### config.mk
export PLATFORM = sky130hd
export DESIGN_NAME = erm_cordic_cell
export DESIGN_NICKNAME = d
export VERILOG_FILES = /design/src/design/erm_pkg.sv /design/src/design/erm_cordic_cell.sv
export SDC_FILE = /design/constraint.sdc
export NUM_CORES = 2
export LEC_CHECK = 0
export BUFFER_PORTS_ARGS = -buffer_cell sky130_fd_sc_hd__buf_2
export CAP_MARGIN = 20
export CORE_UTILIZATION = 54
export CTS_BUF_LIST = sky130_fd_sc_hd__clkbuf_16
export DETAILED_ROUTE_END_ITERATION = 10
export PLACE_DENSITY_LB_ADDON = 0.3
export SLEW_MARGIN = 30
export SYNTH_ARGS = -nofsm -noshare
export SYNTH_HDL_FRONTEND = slang
export SYNTH_SLANG_ARGS = --single-unit
export TNS_END_PERCENT = 30
### constraint.sdc
create_clock -name clock -period 20.5 [get_ports clock]
set_input_delay 6.15 -clock clock [delete_from_list [all_inputs] [get_ports clock]]
set_output_delay 6.15 -clock clock [all_outputs]
set_load 0.005 [all_outputs]
### src/design/erm_pkg.sv
// ----------------------------------------------------------------------------
// erm_pkg: shared types, constants and functions
// Beat formats, CORDIC arc-tangent table and fixed-point rounding helpers
// for the Euler rotation matrix builder.
// ----------------------------------------------------------------------------
package erm_pkg;

   // number of CORDIC micro-rotations (8 to 24)
   localparam int CORDIC_STAGES = 16;
   localparam int STAGE_W       = $clog2(CORDIC_STAGES);
   localparam int ATAN_IDX_W    = 5;

   localparam int ONE_Q14     = 16384;
   localparam int PI_Q13      = 25736;
   localparam int HALF_PI_Q13 = 12868;
   localparam int GAIN_Q30    = 652032874;

   // rotation order codes
   localparam logic [1:0] KIND_ZYX = 2'd0;
   localparam logic [1:0] KIND_ZXY = 2'd1;
   localparam logic [1:0] KIND_XYZ = 2'd2;

   // lane order inside the CORDIC chain and the trig vectors
   localparam int LANE_X = 0;
   localparam int LANE_Y = 1;
   localparam int LANE_Z = 2;

   typedef enum logic [1:0] {
      AXIS_X,
      AXIS_Y,
      AXIS_Z,
      AXIS_NONE
   } axis_type;

   typedef struct packed {
      logic        [1:0]  kind;
      logic signed [15:0] angle_x;
      logic signed [15:0] angle_y;
      logic signed [15:0] angle_z;
   } req_type;

   typedef struct packed {
      logic signed [15:0] m00;
      logic signed [15:0] m01;
      logic signed [15:0] m02;
      logic signed [15:0] m10;
      logic signed [15:0] m11;
      logic signed [15:0] m12;
      logic signed [15:0] m20;
      logic signed [15:0] m21;
      logic signed [15:0] m22;
   } rsp_type;

   // one CORDIC lane: x (cos), y (sin), residual angle z
   typedef struct packed {
      logic signed [33:0] x;
      logic signed [33:0] y;
      logic signed [33:0] z;
   } lane_type;

   typedef struct packed {
      logic                vld;
      logic [1:0]          kind;
      logic [2:0]          neg;
      logic [2:0]          zero;
      lane_type [2:0]      lane;
   } cord_stage_type;

   typedef struct packed {
      logic                vld;
      logic [1:0]          kind;
      logic [2:0][15:0]    cos_v;
      logic [2:0][15:0]    sin_v;
      logic [2:0][2:0][15:0] mat;
   } mat_stage_type;

   // atan(2^-i) in Q.29, entry 0 is pi/4
   function automatic logic [29:0] atan_q29(input logic [ATAN_IDX_W-1:0] idx);
      logic [29:0] v;
      case (idx)
         5'd0:    v = 30'd421657428;
         5'd1:    v = 30'd248918915;
         5'd2:    v = 30'd131521918;
         5'd3:    v = 30'd66762579;
         5'd4:    v = 30'd33510843;
         5'd5:    v = 30'd16771758;
         5'd6:    v = 30'd8387925;
         5'd7:    v = 30'd4194219;
         5'd8:    v = 30'd2097141;
         5'd9:    v = 30'd1048575;
         default: v = 30'(30'd1 << (29 - idx));
      endcase
      return v;
   endfunction

   // clamp to +-1.0 in Q1.14
   function automatic logic [15:0] sat14(input logic signed [33:0] v);
      logic [15:0] r;
      if (v > ONE_Q14) begin
         r = 16'(ONE_Q14);
      end else if (v < -ONE_Q14) begin
         r = 16'(-ONE_Q14);
      end else begin
         r = 16'(v);
      end
      return r;
   endfunction

   // Q2.28 product sum back to Q1.14, round half up, then clamp
   function automatic logic [15:0] rnd_sat(input logic signed [33:0] v);
      logic signed [33:0] t;
      t = (v + 34'sd8192) >>> 14;
      return sat14(t);
   endfunction

   // which axis a matrix step applies for a given order
   function automatic axis_type axis_for(input logic [1:0] kind, input logic [1:0] step);
      axis_type a;
      a = AXIS_NONE;
      case (kind)
         KIND_ZYX: begin
            a = (step == 2'd0) ? AXIS_Z : (step == 2'd1) ? AXIS_Y : AXIS_X;
         end
         KIND_ZXY: begin
            a = (step == 2'd0) ? AXIS_Z : (step == 2'd1) ? AXIS_X : AXIS_Y;
         end
         KIND_XYZ: begin
            a = (step == 2'd0) ? AXIS_X : (step == 2'd1) ? AXIS_Y : AXIS_Z;
         end
         default: begin
            a = AXIS_NONE;
         end
      endcase
      return a;
   endfunction

endpackage

### src/design/erm_cordic_cell.sv
// ----------------------------------------------------------------------------
// erm_cordic_cell: one CORDIC micro-rotation for three angle lanes
// Registered cell; a row of these forms the sine/cosine pipeline.
// ----------------------------------------------------------------------------
module erm_cordic_cell (
   input  logic                           clock,
   input  logic                           reset,
   input  logic                           adv,
   input  logic [erm_pkg::STAGE_W-1:0]    stage_idx,
   input  erm_pkg::cord_stage_type        d_in,
   output erm_pkg::cord_stage_type        d_ff
);

   erm_pkg::cord_stage_type d_nxt;

   // rotate each lane toward zero residual angle
   always_comb begin
      logic signed [33:0] x;
      logic signed [33:0] y;
      logic signed [33:0] z;
      logic signed [33:0] xs;
      logic signed [33:0] ys;
      logic signed [33:0] at;
      d_nxt = d_in;
      at = $signed(34'(erm_pkg::atan_q29(erm_pkg::ATAN_IDX_W'(stage_idx))));
      for (int k = 0; k < 3; k++) begin
         x  = $signed(d_in.lane[k].x);
         y  = $signed(d_in.lane[k].y);
         z  = $signed(d_in.lane[k].z);
         xs = x >>> stage_idx;
         ys = y >>> stage_idx;
         if (!z[33]) begin
            d_nxt.lane[k].x = x - ys;
            d_nxt.lane[k].y = y + xs;
            d_nxt.lane[k].z = z - at;
         end else begin
            d_nxt.lane[k].x = x + ys;
            d_nxt.lane[k].y = y - xs;
            d_nxt.lane[k].z = z + at;
         end
      end
   end

   always_ff @(posedge clock) begin
      if (reset) begin
         d_ff.vld <= 1'b0;
      end else if (adv) begin
         d_ff <= d_nxt;
      end
   end

endmodule

==> reports/metrics.cfg <==
[power]
p_switching_mw = 1.37
pwr-share-clk = 0.223
switching_share = 0.395
power_frac_comb = 0.507
p_leak_nw = 19.4
p_int_mw = 2.09
ir_worst_vdd_uv = 63.2
p_total_mw = 3.46
p_per_area_nw_per_um2 = 74.7
pwr-share-seq = 0.270

[die]
die_x_microns = 279
core_area_sq_um = 75800
die_h_microns = 279
rows = 101
io_pins = 637
fp.dieArea_sq_um = 77700
start_util = 0.546

[route]
firstDrtPassIters = 6
route.detailed.drc = 0
routed_via_density = 6.55
ant_nets = 0
drt_iter0_drc = 4613
via_count = 39800
routedWlPerCell_microns = 23.9
drt-total-wl_microns = 145000

[placed_design]
placed_cell_area_sq_um = 44800
gp_congestion = 1.01
dp_hpwl_microns = 112000
pre_cts_ws_ps = 6970
io_buffers = 636

[logic_synthesis]
synth_nets = 5208
synthDistinctLibCells = 107
synth_area_per_cell_sq_um = 9.05
synth_most_common_cell = a21oi_1
ys_seq_area_frac = 0.228
synth_common_cells = a21oi_1 (463), nand2_1 (416), nor2_1 (382)
yosys_register_bits = 315
yosysTopAreaCell = edfxtp_1
synth_ff_type = edfxtp_1
yosysWarnings = 0
syn-cell-area_sq_um = 41400
synth_top_area_frac = 0.228
synth_area_leaders = edfxtp_1 (23%), mux4_2 (11%), ha_1 (9.2%)
synthArstFlopShare = 0
synth_edf_count = 314
postSynthCellCount = 4572

[global_route]
antenna_found_initial = 18
grt_start_max_net_pins = 178
groute.usage.overall = 0.361
grt_pass1_wl_microns = 219000
overflow = 0
first_global_vias = 37300

[final_layout]
post-route-util = 0.611
largest_register = d_ff
flow.area_growth_from_synthesis_pct = 11.9
fill_cells = 6603
layout.nets = 5681
layout-drive-gt1-share = 0.213
top_regs = d_ff (315)
design_area_sq_um = 46300
largest_reg_flops = 315

[clock_network]
htree_levels = 2
post_cts_resized = 0
cts_buffers = 41
clk_pin_slew_ps = 60
ctsLongestPathBuffers = 3
cts_tree = done
cts_setup_buffers = 0
cts.sinks = 315
clock_latency_ps = 590
clock-root-buffer = clkbuf_16
postCtsHoldBufs = 0

[sta]
finalSetupViolCount = 0
fin_setup_tns_ps = 0
min_period_ps = 13050
fin_skew_ps = 0
worst_slack_ps = 7450
max_freq_ghz = 0.0767
hold_viol_final = 0
rsz0062_at_grt = false
worst_slew_pin_slew_ps = 1010
finalCritPeriodShare = 0.636
slew_headroom = 0.329
slew_violations = 0

[worst_setup_path]
setup.worst_path.end_class = register
cp.arrival_ps = 13380
crit_buf_inv = 3
cpMaxStageDelayCell = buf_4
rr_startpoint = d_ff[314]$_SDFFE_PP0P_
rr_worst_depth = 2
path_max_fanout = 117
cp_top_family = simple AND/OR/NAND/NOR gates
required_ps = 20840
r2r-end = d_ff[314]$_SDFFE_PP0P_
critPathKind = in -> reg
max_stage_delay_ps = 830
start_kind = input pin
crit_chain = buf_8, buf_4, or2_2, a21oi_1, inv_1, ha_1, nor4b_1, o2111a_1, o21a_1, nor2_1, xnor2_1, ha_1, nor3_1, o31ai_1, a21oi_1, or4b_2, a31oi_1, nor4b_1, or3_1, o31ai_1, mux2i_1, nor2_1
r2r_slack_ps = 19910

[job]
maxCapViolations = 0

[run_status]
status = completed

[hold_path]
whs_endpoint = d_ff[314]$_SDFFE_PP0P_
hold_class = reg -> reg
hp-start = d_ff[314]$_SDFFE_PP0P_
hold_path_depth = 2

==> layout make-up <==
| class | instances | area (sq um) | share of cell area |
|---|---|---|---|
| Clock buffer | 42 | 1050 | 0.0227 |
| Tap cell | 978 | 1220 | 0.0264 |
| Timing Repair Buffer | 666 | 3480 | 0.0752 |
| Antenna cell | 20 | 50.0 | 0.00108 |
| Sequential cell | 315 | 9450 | 0.204 |
| Clock inverter | 33 | 378 | 0.00816 |
| Multi-Input combinational cell | 3902 | 30200 | 0.652 |
| Inverter | 119 | 457 | 0.00986 |
==> how the worst max path moves through the flow <==
stage / startpoint / to / slack (ps) / cells after the start
2_1_floorplan: adv / d_ff[0]$_DFFE_PP_ / 5740 / 1
3_3_place_gp: stage_idx[1] / d_ff[33]$_DFFE_PP_ / 7200 / 22
3_5_place_dp: stage_idx[1] / d_ff[33]$_DFFE_PP_ / 6970 / 22
4_1_cts: stage_idx[1] / d_ff[33]$_DFFE_PP_ / 7570 / 22
5_1_grt: stage_idx[1] / d_ff[33]$_DFFE_PP_ / 6880 / 22
6_report: stage_idx[1] / d_ff[33]$_DFFE_PP_ / 7450 / 22
==> worst register-to-register path, delay by kind of cell (launching register included) <==
family	cells	cell delay (ps)
DFF	1	310
and+or+nand+nor	1	50
muxes	1	120
==> logic make-up (layout without fill, tap and decap cells) <==
kind of cell | Yosys count | after routing | synth area share
fa+ha+maj | 314 | 314 | 0.0966
compound gates | 1357 | 1357 | 0.204
simple gates | 1275 | 1275 | 0.147
mux | 461 | 461 | 0.177
other cells | 0 | 20 | 0
buf+inv | 355 | 860 | 0.0422
flops | 315 | 315 | 0.228
xor+xnor | 495 | 495 | 0.105
==> per-layer routing <==
| metal | share of wire | GRT usage |
|---|---|---|
| met5 | 0.00033 | 0 |
| met4 | 0.060 | 0.200 |
| met3 | 0.093 | 0.0669 |
| met2 | 0.47 | 0.596 |
| met1 | 0.38 | 0.446 |
==> cells in the final DEF, fill, tap and decap left out, drive strengths merged, types with 43 or more instances in the layout <==
cell type  netlist  layout
clkbuf         104      43
xnor2          311     311
xor2           184     184
buf            132     665
o21a            47      47
inv            118     126
ha             305     305
nand2          417     417
and3            46      46
nand3           86      86
and2            45      45
o21ai          281     281
mux2            78      78
nor2           384     384
a21oi          464     464
mux4           208     208
nor3            75      75
o21bai          48      48
a21o           130     130
nand2b          45      45
a31oi           88      88
mux2i          175     175
edfxtp         314     314
==> power by group through the flow <==
stage	Clock (mW)	Sequential [mW]	Combinational, mW
2_1_floorplan	0	0.955	1.20
3_3_place_gp	0	0.944	1.69
3_5_place_dp	0	0.945	1.71
4_1_cts	0.783	0.934	1.72
5_1_grt	0.805	0.941	1.91
6_report	0.772	0.934	1.75
==> through the flow <==
step / cells / hold slack, ps
finish: 6075 / 510
global route: 6066 / 549
CTS: 6055 / 516
detailed placement: 5980 / 500
global placement: 5980 / 477
floorplan: 4572 / 485
Power figures use the tool's default switching activity.
